--- src/hdl/crcfrd_pkg.sv ---
// Package: shared types, constants and the byte-wide CRC-32 step of the record decoder.
package crcfrd_pkg;

  // Record layout and framing
  localparam logic [4:0]  REC_LEN       = 5'd28;
  localparam logic [4:0]  CNT_SAT       = 5'd29;
  localparam logic [4:0]  POS_MAGIC_END = 5'd3;
  localparam logic [4:0]  POS_VER_LO    = 5'd4;
  localparam logic [4:0]  POS_VER_HI    = 5'd5;
  localparam logic [4:0]  POS_SIZE_LO   = 5'd6;
  localparam logic [4:0]  POS_SIZE_HI   = 5'd7;
  localparam logic [4:0]  POS_CHK_LO    = 5'd8;
  localparam logic [4:0]  POS_CHK_HI    = 5'd11;
  localparam logic [4:0]  POS_TIME_LO   = 5'd12;
  localparam logic [4:0]  POS_TIME_HI   = 5'd19;
  localparam logic [4:0]  POS_REST_LO   = 5'd20;
  localparam logic [4:0]  POS_REST_HI   = 5'd27;

  // Header contents
  localparam logic [31:0] REC_MAGIC     = 32'h4E50_5743;
  localparam logic [7:0]  REC_VERSION   = 8'd1;
  localparam logic [7:0]  REC_SIZE      = 8'd16;
  localparam logic [7:0]  BYTE_ZERO     = 8'd0;

  // CRC-32, reflected
  localparam logic [31:0] CRC_POLY      = 32'hEDB8_8320;
  localparam logic [31:0] CRC_INIT      = 32'hFFFF_FFFF;

  // Payload limits
  localparam logic [7:0]  CODE_MAX      = 8'd99;
  localparam logic [15:0] WIND_MAX      = 16'd3000;
  localparam logic [7:0]  DAY_MAX       = 8'd1;

  // Status codes
  localparam logic        STATUS_OK     = 1'b0;
  localparam logic        STATUS_BAD    = 1'b1;

  typedef struct packed {
    logic [7:0] blob_byte;
    logic       blob_last;
  } in_item_t;

  typedef struct packed {
    logic               status;
    logic [63:0]        saved_time;
    logic signed [15:0] temperature;
    logic signed [15:0] apparent_temperature;
    logic [11:0]        wind_speed;
    logic [6:0]         weather_code;
    logic               is_day;
  } result_t;

  // Magic byte at header position idx, little endian
  function automatic logic [7:0] magic_byte(input logic [1:0] idx);
    return REC_MAGIC[{idx, 3'b000} +: 8];
  endfunction

  // One byte through the reflected CRC-32 register
  function automatic logic [31:0] crc_byte(input logic [31:0] crc_in, input logic [7:0] data);
    logic [31:0] c;
    c = crc_in ^ {24'd0, data};
    for (int k = 0; k < 8; k++) begin
      c = (c >> 1) ^ (c[0] ? CRC_POLY : 32'd0);
    end
    return c;
  endfunction

endpackage

--- src/hdl/crcfrd_if.sv ---
// Interfaces: byte request channel and decoded result channel.
interface crcfrd_in_if;
  logic       valid;
  logic       ready;
  logic [7:0] blob_byte;
  logic       blob_last;

  modport source (output valid, output blob_byte, output blob_last, input ready);
  modport sink (input valid, input blob_byte, input blob_last, output ready);
endinterface

interface crcfrd_out_if;
  logic               valid;
  logic               ready;
  logic               status;
  logic [63:0]        saved_time;
  logic signed [15:0] temperature;
  logic signed [15:0] apparent_temperature;
  logic [11:0]        wind_speed;
  logic [6:0]         weather_code;
  logic               is_day;

  modport source (output valid, output status, output saved_time, output temperature,
                  output apparent_temperature, output wind_speed, output weather_code,
                  output is_day, input ready);
  modport sink (input valid, input status, input saved_time, input temperature,
                input apparent_temperature, input wind_speed, input weather_code,
                input is_day, output ready);
endinterface

--- src/hdl/crcfrd_in_reg.sv ---
// Input register: captures one byte request and holds it until the decoder takes it.
module crcfrd_in_reg (
  input  logic                 clk,
  input  logic                 rst_n,
  crcfrd_in_if.sink            in_chan,
  input  logic                 take,
  output logic                 item_valid,
  output crcfrd_pkg::in_item_t item
);

  logic                 valid_r;
  crcfrd_pkg::in_item_t item_r;
  logic                 accept;

  // Accept a new request whenever the register is empty or being drained
  assign in_chan.ready = !valid_r || take;
  assign accept        = in_chan.valid && in_chan.ready;

  always_ff @(posedge clk) begin
    if (!rst_n) begin
      valid_r <= 1'b0;
    end else if (accept) begin
      valid_r <= 1'b1;
    end else if (take) begin
      valid_r <= 1'b0;
    end
  end

  // Load payload on accept only
  always_ff @(posedge clk) begin
    if (accept) begin
      item_r <= '{blob_byte: in_chan.blob_byte, blob_last: in_chan.blob_last};
    end
  end

  assign item_valid = valid_r;
  assign item       = item_r;

endmodule

--- src/hdl/crcfrd_accum.sv ---
// Record state: header check, stored check, payload capture, CRC-32 and the final verdict.
module crcfrd_accum (
  input  logic                 clk,
  input  logic                 rst_n,
  input  logic                 fire,
  input  crcfrd_pkg::in_item_t item,
  output logic                 res_valid,
  output crcfrd_pkg::result_t  res
);

  logic [4:0]  cnt_r,    cnt_nxt;
  logic [31:0] crc_r,    crc_nxt;
  logic        hdr_r,    hdr_nxt;
  logic [31:0] stored_r, stored_nxt;
  logic [63:0] time_r,   time_nxt;
  logic [63:0] rest_r,   rest_nxt;
  logic [4:0]  time_off;
  logic [4:0]  rest_off;
  logic [7:0]  b;
  logic [15:0] wind;
  logic [7:0]  code;
  logic [7:0]  day;
  logic        ok;

  assign b        = item.blob_byte;
  assign time_off = cnt_r - crcfrd_pkg::POS_TIME_LO;
  assign rest_off = cnt_r - crcfrd_pkg::POS_REST_LO;

  // Fold the current byte into the record state
  always_comb begin
    crc_nxt    = crc_r;
    hdr_nxt    = hdr_r;
    stored_nxt = stored_r;
    time_nxt   = time_r;
    rest_nxt   = rest_r;
    case (cnt_r) inside
      [5'd0:crcfrd_pkg::POS_MAGIC_END]: begin
        if (b != crcfrd_pkg::magic_byte(cnt_r[1:0])) hdr_nxt = 1'b0;
      end
      crcfrd_pkg::POS_VER_LO: begin
        if (b != crcfrd_pkg::REC_VERSION) hdr_nxt = 1'b0;
      end
      crcfrd_pkg::POS_SIZE_LO: begin
        if (b != crcfrd_pkg::REC_SIZE) hdr_nxt = 1'b0;
      end
      crcfrd_pkg::POS_VER_HI, crcfrd_pkg::POS_SIZE_HI: begin
        if (b != crcfrd_pkg::BYTE_ZERO) hdr_nxt = 1'b0;
      end
      [crcfrd_pkg::POS_CHK_LO:crcfrd_pkg::POS_CHK_HI]: begin
        stored_nxt[{cnt_r[1:0], 3'b000} +: 8] = b;
      end
      [crcfrd_pkg::POS_TIME_LO:crcfrd_pkg::POS_TIME_HI]: begin
        time_nxt[{time_off[2:0], 3'b000} +: 8] = b;
        crc_nxt = crcfrd_pkg::crc_byte(crc_r, b);
      end
      [crcfrd_pkg::POS_REST_LO:crcfrd_pkg::POS_REST_HI]: begin
        rest_nxt[{rest_off[2:0], 3'b000} +: 8] = b;
        crc_nxt = crcfrd_pkg::crc_byte(crc_r, b);
      end
      default: begin
        // past the record: ignore the byte
      end
    endcase
    cnt_nxt = (cnt_r < crcfrd_pkg::CNT_SAT) ? cnt_r + 5'd1 : cnt_r;
  end

  // Judge the record on its last byte
  assign wind = rest_nxt[47:32];
  assign code = rest_nxt[55:48];
  assign day  = rest_nxt[63:56];
  assign ok   = (cnt_nxt == crcfrd_pkg::REC_LEN) && hdr_nxt && (~crc_nxt == stored_nxt) &&
                (time_nxt != 64'd0) && (code <= crcfrd_pkg::CODE_MAX) &&
                (wind <= crcfrd_pkg::WIND_MAX) && (day <= crcfrd_pkg::DAY_MAX);

  assign res_valid = fire && item.blob_last;

  always_comb begin
    res = '0;
    if (ok) begin
      res.status               = crcfrd_pkg::STATUS_OK;
      res.saved_time           = time_nxt;
      res.temperature          = $signed(rest_nxt[15:0]);
      res.apparent_temperature = $signed(rest_nxt[31:16]);
      res.wind_speed           = wind[11:0];
      res.weather_code         = code[6:0];
      res.is_day               = day[0];
    end else begin
      res.status = crcfrd_pkg::STATUS_BAD;
    end
  end

  // Advance state per byte; return to reset after the last byte
  always_ff @(posedge clk) begin
    if (!rst_n) begin
      cnt_r    <= 5'd0;
      crc_r    <= crcfrd_pkg::CRC_INIT;
      hdr_r    <= 1'b1;
      stored_r <= 32'd0;
      time_r   <= 64'd0;
      rest_r   <= 64'd0;
    end else if (fire) begin
      if (item.blob_last) begin
        cnt_r    <= 5'd0;
        crc_r    <= crcfrd_pkg::CRC_INIT;
        hdr_r    <= 1'b1;
        stored_r <= 32'd0;
        time_r   <= 64'd0;
        rest_r   <= 64'd0;
      end else begin
        cnt_r    <= cnt_nxt;
        crc_r    <= crc_nxt;
        hdr_r    <= hdr_nxt;
        stored_r <= stored_nxt;
        time_r   <= time_nxt;
        rest_r   <= rest_nxt;
      end
    end
  end

`ifndef SYNTHESIS
  a_restart: assert property (@(posedge clk) disable iff (!rst_n)
    fire && item.blob_last |=> cnt_r == 5'd0)
    else $error("byte count not cleared after last byte");

  a_count_sat: assert property (@(posedge clk) disable iff (!rst_n)
    cnt_r <= crcfrd_pkg::CNT_SAT)
    else $error("byte count beyond saturation");

  a_fresh_header: assert property (@(posedge clk) disable iff (!rst_n)
    cnt_r == 5'd0 |-> hdr_r && stored_r == 32'd0)
    else $error("record start without clean header state");

  a_crc_idle: assert property (@(posedge clk) disable iff (!rst_n)
    cnt_r <= crcfrd_pkg::POS_TIME_LO |-> crc_r == crcfrd_pkg::CRC_INIT)
    else $error("CRC moved before the payload");

  a_bad_zero: assert property (@(posedge clk) disable iff (!rst_n)
    res_valid && res.status == crcfrd_pkg::STATUS_BAD |->
      res.saved_time == 64'd0 && res.wind_speed == 12'd0 && res.is_day == 1'b0)
    else $error("malformed result carries data");
`endif

endmodule

--- src/hdl/crcfrd_out_reg.sv ---
// Result register: holds one decoded record until the sink takes it.
module crcfrd_out_reg (
  input  logic                clk,
  input  logic                rst_n,
  input  logic                load,
  input  crcfrd_pkg::result_t res,
  output logic                can_load,
  crcfrd_out_if.source        out_chan
);

  logic                valid_r;
  crcfrd_pkg::result_t res_r;

  // Free when empty or when the held result leaves this cycle
  assign can_load = !valid_r || out_chan.ready;

  always_ff @(posedge clk) begin
    if (!rst_n) begin
      valid_r <= 1'b0;
    end else if (load) begin
      valid_r <= 1'b1;
    end else if (out_chan.ready) begin
      valid_r <= 1'b0;
    end
  end

  always_ff @(posedge clk) begin
    if (load) begin
      res_r <= res;
    end
  end

  assign out_chan.valid                = valid_r;
  assign out_chan.status               = res_r.status;
  assign out_chan.saved_time           = res_r.saved_time;
  assign out_chan.temperature          = res_r.temperature;
  assign out_chan.apparent_temperature = res_r.apparent_temperature;
  assign out_chan.wind_speed           = res_r.wind_speed;
  assign out_chan.weather_code         = res_r.weather_code;
  assign out_chan.is_day               = res_r.is_day;

endmodule

--- src/hdl/crc_framed_record_decoder.sv ---
// Top level: CRC-32 checked 28-byte record decoder with registered input and result.
//
// The decoder takes one record byte per cycle on in_chan, with blob_last on the final
// byte, and gives one result on out_chan per record: status ok with the decoded time,
// temperatures, wind speed, weather code and day flag, or status malformed with all
// data fields zero. A record is ok only if it is exactly 28 bytes, its header carries
// the magic, version 1 and payload size 16, the reflected CRC-32 of the 16 payload
// bytes equals the stored check, and the payload values are in range. A byte is
// accepted every cycle unless a last byte waits for the result register; the rate is
// set by the byte-wide CRC-32 update, done combinationally between the input register
// and the record state. The result of a record is loaded into the result register when
// its last byte leaves the input register, or later while the previous result is still
// held. Bytes of the next record keep flowing while that result waits to be taken; only
// the next last byte waits until the result register is free.
module crc_framed_record_decoder (
  input  logic         clk,
  input  logic         rst_n,
  crcfrd_in_if.sink    in_chan,
  crcfrd_out_if.source out_chan
);

  logic                 item_valid;
  crcfrd_pkg::in_item_t item;
  logic                 take;
  logic                 can_load;
  logic                 res_valid;
  crcfrd_pkg::result_t  res;

  // Drain the input register unless a last byte must wait for the result register
  assign take = item_valid && (!item.blob_last || can_load);

  crcfrd_in_reg u_in_reg (
    .clk        (clk),
    .rst_n      (rst_n),
    .in_chan    (in_chan),
    .take       (take),
    .item_valid (item_valid),
    .item       (item)
  );

  crcfrd_accum u_accum (
    .clk       (clk),
    .rst_n     (rst_n),
    .fire      (take),
    .item      (item),
    .res_valid (res_valid),
    .res       (res)
  );

  crcfrd_out_reg u_out_reg (
    .clk      (clk),
    .rst_n    (rst_n),
    .load     (res_valid),
    .res      (res),
    .can_load (can_load),
    .out_chan (out_chan)
  );

endmodule

--- src/flat_wrapper.sv ---
// flat-port wrapper written by rule: the top's interface ports become plain ports
module crc_framed_record_decoder_flat 
  (clk, rst_n, in_chan_valid, in_chan_blob_byte, in_chan_blob_last, in_chan_ready, out_chan_valid, out_chan_status, out_chan_saved_time, out_chan_temperature, out_chan_apparent_temperature, out_chan_wind_speed, out_chan_weather_code, out_chan_is_day, out_chan_ready);
  crcfrd_in_if in_chan_i ();
  crcfrd_out_if out_chan_i ();
  input  logic clk;
  input  logic rst_n;
  input wire logic [$bits(in_chan_i.valid)-1:0] in_chan_valid;
  input wire logic [$bits(in_chan_i.blob_byte)-1:0] in_chan_blob_byte;
  input wire logic [$bits(in_chan_i.blob_last)-1:0] in_chan_blob_last;
  output wire logic [$bits(in_chan_i.ready)-1:0] in_chan_ready;
  output wire logic [$bits(out_chan_i.valid)-1:0] out_chan_valid;
  output wire logic [$bits(out_chan_i.status)-1:0] out_chan_status;
  output wire logic [$bits(out_chan_i.saved_time)-1:0] out_chan_saved_time;
  output wire logic [$bits(out_chan_i.temperature)-1:0] out_chan_temperature;
  output wire logic [$bits(out_chan_i.apparent_temperature)-1:0] out_chan_apparent_temperature;
  output wire logic [$bits(out_chan_i.wind_speed)-1:0] out_chan_wind_speed;
  output wire logic [$bits(out_chan_i.weather_code)-1:0] out_chan_weather_code;
  output wire logic [$bits(out_chan_i.is_day)-1:0] out_chan_is_day;
  input wire logic [$bits(out_chan_i.ready)-1:0] out_chan_ready;
  assign in_chan_i.valid = in_chan_valid;
  assign in_chan_i.blob_byte = in_chan_blob_byte;
  assign in_chan_i.blob_last = in_chan_blob_last;
  assign in_chan_ready = in_chan_i.ready;
  assign out_chan_valid = out_chan_i.valid;
  assign out_chan_status = out_chan_i.status;
  assign out_chan_saved_time = out_chan_i.saved_time;
  assign out_chan_temperature = out_chan_i.temperature;
  assign out_chan_apparent_temperature = out_chan_i.apparent_temperature;
  assign out_chan_wind_speed = out_chan_i.wind_speed;
  assign out_chan_weather_code = out_chan_i.weather_code;
  assign out_chan_is_day = out_chan_i.is_day;
  assign out_chan_i.ready = out_chan_ready;
  crc_framed_record_decoder u_core (.clk(clk), .rst_n(rst_n), .in_chan(in_chan_i), .out_chan(out_chan_i));
endmodule
--- config.mk ---
export PLATFORM = sky130hd
export DESIGN_NAME = crc_framed_record_decoder_flat
export DESIGN_NICKNAME = d
export VERILOG_FILES = /design/src/hdl/crcfrd_pkg.sv /design/src/hdl/crcfrd_if.sv /design/src/hdl/crcfrd_in_reg.sv /design/src/hdl/crcfrd_accum.sv /design/src/hdl/crcfrd_out_reg.sv /design/src/hdl/crc_framed_record_decoder.sv /design/src/flat_wrapper.sv
export SDC_FILE = /design/constraint.sdc
export NUM_CORES = 1
export LEC_CHECK = 0
export ABC_AREA = 1
export BUFFER_PORTS_ARGS = -buffer_cell sky130_fd_sc_hd__buf_2
export CAP_MARGIN = 10
export CORE_ASPECT_RATIO = 0.9
export CORE_MARGIN = 2
export CORE_UTILIZATION = 55
export CTS_BUF_LIST = sky130_fd_sc_hd__clkbuf_8
export DETAILED_ROUTE_END_ITERATION = 8
export MAX_ROUTING_LAYER = met4
export PLACE_DENSITY_LB_ADDON = 0.25
export SLEW_MARGIN = 20
export SYNTH_ARGS = -nofsm -noshare
export SYNTH_HDL_FRONTEND = slang
export SYNTH_HIERARCHICAL = 1
export SYNTH_SLANG_ARGS = --single-unit
--- constraint.sdc ---
create_clock -name clk -period 9.3 [get_ports clk]
set_clock_uncertainty 0.15 [all_clocks]
set_input_delay 1.86 -clock clk [delete_from_list [all_inputs] [get_ports clk]]
set_output_delay 1.86 -clock clk [all_outputs]
set_load 0.05 [all_outputs]
==> results of run 1 <==
per-stage QoR:
stage / cells / util / setup slack (ns) / instance area (um^2) / hold WS [ns]
after global placement: 2822 / 0.588 / 3.46 / 17700 / 0.297
after floorplan: 2394 / - / 3.26 / 16900 / 0.291
final: 2920 / 0.623 / 3.22 / 18800 / 0.311
after global routing: 2920 / 0.623 / 2.74 / 18800 / 0.326
after CTS: 2920 / 0.623 / 3.34 / 18800 / 0.313
after detailed placement: 2822 / 0.588 / 3.34 / 17700 / 0.304
power groups by stage:
stage	combinational (W)	clock (W)	sequential, W
2_1_floorplan	0.000223	0	0.00166
3_3_place_gp	0.000423	0	0.00157
3_5_place_dp	0.000427	0	0.00157
4_1_cts	0.000427	0.00127	0.00154
5_1_grt	0.000469	0.00132	0.00155
6_report	0.000437	0.00125	0.00154
registers in the layout, indices dropped and copies added, names as in the netlist, 5 cells and up:
name	cells
u_core/u_accum/cnt_r	5
u_core/u_accum/crc_r	32
u_core/u_accum/rest_r	64
u_core/u_accum/stored_r	32
u_core/u_accum/time_r	64
u_core/u_in_reg/item	9
u_core/u_out_reg/out_chan.apparent_temperature	16
u_core/u_out_reg/out_chan.saved_time	64
u_core/u_out_reg/out_chan.temperature	16
u_core/u_out_reg/out_chan.weather_code	7
u_core/u_out_reg/out_chan.wind_speed	12
worst min path at each step:
stage                         startpoint                        end  slack, ns  depth (start not counted)
5_1_grt        u_core/u_accum/rest_r[46]  u_core/u_accum/rest_r[46]       0.33                          2
2_1_floorplan  u_core/u_accum/rest_r[44]  u_core/u_accum/rest_r[44]       0.29                          2
4_1_cts        u_core/u_accum/rest_r[45]  u_core/u_accum/rest_r[45]       0.31                          2
3_3_place_gp   u_core/u_accum/rest_r[44]  u_core/u_accum/rest_r[44]       0.30                          2
3_5_place_dp   u_core/u_accum/rest_r[27]  u_core/u_accum/rest_r[27]       0.30                          2
6_report       u_core/u_accum/rest_r[27]  u_core/u_accum/rest_r[27]       0.31                          2
cell families after synthesis:
| kind of cell | synth area share |
|---|---|
| flip-flops | 0.460 |
| AO/OA/AOI/OAI | 0.130 |
| XOR/XNOR | 0.00673 |
| AND/OR/NAND/NOR | 0.309 |
| adder cells (fa/ha/maj) | 0.00518 |
| buffers and inverters | 0.0879 |
| multiplexers | 0.000592 |
cells in the mapped netlist:
cell type and n:
nand2_2 6, edfxtp_1 126, o21a_1 9, o21ai_1 20
nor2_4 1, nand3_1 120, nor2_2 3, inv_1 239
nand3_2 1, o21ai_0 144, buf_2 30, o211ai_1 16
a21oi_2 3, buf_1 6, a31oi_1 4, nand2_4 2
mux2i_1 1, o31ai_1 2, nand4_2 1, nand4_1 28
inv_2 12, or2_2 66, ha_1 7, clkbuf_1 84
o22ai_1 47, o21bai_1 1, nor3_1 16, xor2_1 12
nor3_2 1, a22oi_1 2, nor2_1 245, dfxtp_1 200
a21oi_1 143, o31a_1 1, clkinv_1 3, a2bb2oi_1 9
nand2_1 778, xnor2_1 1, buf_6 4
layout make-up:
type	count	area share
Clock buffer	56	0.0411
Timing Repair Buffer	149	0.0422
Sequential cell	326	0.415
Inverter	254	0.0512
Tap cell	403	0.0269
Clock inverter	42	0.0152
Multi-Input combinational cell	1690	0.408
worst max-delay path: cells and delay by family, from the launching register on:
kind                       cells  cell delay (ns)
adders and majority gates      1             0.56
buffers and inverters          5             1.46
DFF                            1             0.82
and+or+nand+nor               10             2.31
AOI/OAI and AO/OA              1             0.38
per-layer routing:
layer | vias up | track usage
met5 | - | -
met4 | 0 | 0.0988
met3 | 119 | 0.0524
met2 | 902 | 0.492
met1 | 7463 | 0.460
li1 | 7882 | -
layout by cell type, fill, tap and decap left out, types with 66 or more instances in the layout:
cell type,count
a21oi_1,143
buf_2,131
dfxtp_1,200
edfxtp_1,126
inv_1,245
nand2_1,778
nand3_1,120
nor2_1,244
o21ai_0,144
or2_2,66
==> flow_summary.json, run 1 <==
{
  "status": "finished clean",
  "num-fill-cells": 2724,
  "drv_slew": 0,
  "end_kind": "flop",
  "ctsResizeCount": 0,
  "grt_pass1_wl_um": 80500,
  "syn_inst": 2394,
  "drive_above_1_share": 0.131,
  "yosysWarnings": 6,
  "gr-total-overflow": 0,
  "dp_hpwl_um": 34500,
  "avgSynthCellArea_um2": 7.06,
  "finalHoldViolCount": 0,
  "fin_crit_sh": 0.654,
  "gr-usage-all-layers": 0.328,
  "ys_seq_elements": 326,
  "cts_setup_buffers": 0,
  "p_sw_frac": 0.300,
  "setup_viol": 0,
  "met1_length_um": 21900,
  "dieHeight_um": 170,
  "nets": 2493,
  "post-route-min-period_ns": 6.08,
  "dr.pass1.iters": 7,
  "powerDensity_mw_per_mm2": 172,
  "path_class": "reg -> reg",
  "p_int_w": 0.00226,
  "syn2layout_area_growth_pct": 10.9,
  "antenna_found_initial": 0,
  "combPwrFrac": 0.135,
  "diodes": 0,
  "slowest_stage": "dfxtp_1",
  "cp-start-kind": "flop",
  "crit_top_cell": "nor2_1",
  "synth-seq-area-share": 0.460,
  "finalPower_w": 0.00323,
  "dieArea_mm2": 0.0322,
  "row_count": 60,
  "first_global_vias": 14600,
  "hold_path.class": "reg -> reg",
  "vias": 16400,
  "worstMarginPinSlew_ns": 1.08,
  "max_stage_delay_ns": 0.82,
  "rr_startpoint": "u_core/u_accum/cnt_r[0]",
  "crit_path_max_fanout": 68,
  "clk_latency_ns": 0.61,
  "drc_errors": 0,
  "yosys-top-cells-area": "dfxtp_1 24%, edfxtp_1 22%, nand2_1 17%",
  "worstPathArrival_ns": 6.24,
  "worstSetupStartpoint": "u_core/u_accum/cnt_r[0]",
  "grt_max_degree": 98,
  "io_pins": 132,
  "regArea_mm2": 0.00779,
  "rr_endpoint": "u_core/u_out_reg/out_chan.wind_speed[11]",
  "multiInputGateArea_mm2": 0.00766,
  "htreeDepth": 2,
  "viasPerCell": 5.60,
  "cp_cell_sequence": "inv_2, ha_1, inv_2, nand2_1, inv_1, nand4_1, nor2_1, inv_1, a22oi_1, nand4_1, nor2_1, nand2_1, nor2_1, nand2_1, nand4_4, buf_4, nor2_1",
  "wire_per_inst_um": 17.8,
  "fmax_mhz": 164,
  "tritoncts": "done",
  "globalplace.congestion": 0.970,
  "vdd_drop_max_v": 0.000105,
  "seq_power_share": 0.478,
  "core_mm2": 0.0301,
  "required_ns": 9.46,
  "top_layer_used": "met4",
  "switchingPower_w": 0.000970,
  "synth_area_mm2": 0.0169,
  "ff2ff_setup_slack_ns": 3.22,
  "clock_power_share": 0.387,
  "cts_hold_buf": 0,
  "die_x_um": 189,
  "r2r_cells": 17,
  "antenna_left": 0,
  "wl_met3_um": 6010,
  "p_leak_nw": 7.69,
  "setup_tns_ns": 0,
  "synth_cell_type_count": 39,
  "clk_path_buf_depth": 3,
  "rsz0062_at_grt": "no",
  "cap_viol_max_count": 0,
  "cts_made_buffers": 52,
  "clk_pin_slew_ns": 0.06,
  "wl_um": 52100,
  "drtIter0Drc": 2120,
  "synth_top_area_share": 0.237,
  "synth_nets": 2414,
  "synth_top_area_cell": "dfxtp_1",
  "slew_headroom": 0.282,
  "port_buffers": 131,
  "start_util": 0.562,
  "cts_sinks": 326,
  "setup.worst_path.end": "u_core/u_out_reg/out_chan.wind_speed[11]",
  "wl_met2_um": 22700,
  "root_buffer": "clkbuf_8"
}
Power figures use the tool's default switching activity.
==> run 2: changes to the inputs <==
clock period = 5.3 ns   (was 9.3 ns; I/O delays follow)
==> flow_summary.json, run 2 (same netlist as run 1, synthesis figures left out) <==
{
  "status": "finished clean",
  "io_pins": 132,
  "drtIter0Drc": 2265,
  "viasPerCell": 5.62,
  "clk_path_buf_depth": 3,
  "cap_viol_max_count": 0,
  "slew_headroom": 0.355,
  "required_ns": 5.46,
  "antenna_found_initial": 0,
  "vias": 16500,
  "fin_crit_sh": 0.944,
  "nets": 2521,
  "first_global_vias": 15000,
  "vdd_drop_max_v": 0.000185,
  "p_leak_nw": 7.78,
  "core_mm2": 0.0301,
  "cp-start-kind": "flop",
  "hold_path.class": "reg -> reg",
  "drive_above_1_share": 0.138,
  "fin_cells": 2946,
  "root_buffer": "clkbuf_8",
  "rr_endpoint": "u_core/u_out_reg/out_chan.saved_time[56]",
  "layout_common_cells": "776 x nand2_1, 250 x inv_1, 244 x nor2_1, 200 x dfxtp_1, 143 x a21oi_1",
  "clk_pin_slew_ns": 0.06,
  "path_class": "reg -> reg",
  "final_common_cell": "nand2_1",
  "cts_hold_buf": 0,
  "cts_sinks": 326,
  "antenna_left": 0,
  "wire_per_inst_um": 17.8,
  "crit_path_max_fanout": 25,
  "worstMarginPinSlew_ns": 0.967,
  "dr.pass1.iters": 7,
  "port_buffers": 131,
  "grt_pass1_wl_um": 81300,
  "dieArea_mm2": 0.0322,
  "tritoncts": "done",
  "start_util": 0.562,
  "cts_made_buffers": 51,
  "gr-usage-all-layers": 0.332,
  "placedCellCount": 2851,
  "holdPathStages": 2,
  "end_kind": "flop",
  "post-route-min-period_ns": 5.00,
  "rsz0062_at_grt": "no",
  "powerDensity_mw_per_mm2": 290,
  "hold-path-endpoint": "u_core/u_accum/rest_r[36]",
  "wl_um": 52400,
  "drv_slew": 0,
  "row_count": 60,
  "hold_ws_ns": 0.310,
  "dieHeight_um": 170,
  "setup_tns_ns": 0,
  "setup_viol": 0,
  "die_x_um": 189,
  "diodes": 0,
  "ff2ff_setup_slack_ns": 0.30,
  "fmax_mhz": 200,
  "dp_hpwl_um": 36000,
  "finalHoldViolCount": 0,
  "worstPathArrival_ns": 5.16,
  "clk_latency_ns": 0.60,
  "htreeDepth": 2,
  "gr-total-overflow": 0,
  "r2r_cells": 16,
  "globalplace.congestion": 1.05,
  "grt_max_degree": 89,
  "drc_errors": 0,
  "syn2layout_area_growth_pct": 11.6,
  "worstHoldStart": "u_core/u_accum/rest_r[36]",
  "rr_startpoint": "u_core/u_accum/cnt_r[0]"
}
run 2: changes by cell type in the layout (fill, tap and decap cells not counted), moves of 3 or more:
cell       delta
buf_4        +28
bufinv_16     -3
o21ai_1       +5
clkinv_2      -4
o21ai_0       -5
inv_1         +5
run 2: final cells by class:
type	count	area, um^2
Clock inverter	41	189
Clock buffer	54	743
Timing Repair Buffer	178	1020
Fill cell	2754	11200
Inverter	254	961
Multi-Input combinational cell	1690	7670
Tap cell	403	504
Sequential cell	326	7790
run 2: repair_timing:
action	4_1_cts	5_1_grt
resized for setup	0	7
setup buffers	0	0
setup endpoints to repair	0	95
run 2: where the power goes:
group / switching, W / internal, W / leakage (nW)
clock network: 0.00102 / 0.000952 / 0.536
logic: 0.000617 / 0.000174 / 4.59
registers: 0.0000410 / 0.00266 / 2.65
run 2: per-stage QoR:
step           cell area, um^2   util  power, W  setup WS [ns]
4_1_cts                  18900  0.627   0.00547          0.381
2_1_floorplan            16900      -   0.00330         0.0605
6_report                 18900  0.627   0.00546          0.296
3_3_place_gp             17900  0.596   0.00352          0.477
3_5_place_dp             17900  0.596   0.00353          0.378
5_1_grt                  18900  0.627   0.00566         0.0204
run 2: worst max-delay path, cell delays in order, from the launching register on:
cell	delay [ns]
dfxtp_1	0.51
inv_2	0.17
ha_1	0.60
inv_2	0.21
nor2_1	0.21
nand2_1	0.09
nor3_1	0.35
nand2_1	0.45
o21ai_0	0.44
nand4_1	0.25
nor2_1	0.15
nand2_1	0.07
nor2_1	0.10
nand2_1	0.17
nand4_4	0.41
buf_4	0.32
nor2_1	0.06
run 2: how the worst max path moves through the flow:
| stage | slack (ns) | end | cells after the start | startpoint |
|---|---|---|---|---|
| finish | 0.30 | u_core/u_out_reg/out_chan.saved_time[56] | 16 | u_core/u_accum/cnt_r[0] |
| global route | 0.02 | u_core/u_out_reg/out_chan.saved_time[56] | 15 | u_core/u_accum/cnt_r[0] |
| CTS | 0.38 | u_core/u_out_reg/out_chan.saved_time[56] | 17 | u_core/u_accum/cnt_r[0] |
| detailed placement | 0.38 | u_core/u_out_reg/out_chan.saved_time[27] | 17 | u_core/u_accum/cnt_r[0] |
| global placement | 0.48 | u_core/u_out_reg/out_chan.saved_time[27] | 17 | u_core/u_accum/cnt_r[0] |
| floorplan | 0.06 | u_core/u_accum/crc_r[19] | 12 | out_chan_ready |
run 2: layer usage:
layer | global-route usage | vias to the layer above | wire length [um]
met2 | 0.487 | 929 | 22500
met5 | - | - | 0
li1 | - | 7935 | -
met4 | 0.118 | 0 | 1780
met1 | 0.459 | 7537 | 22000
met3 | 0.0641 | 145 | 6200
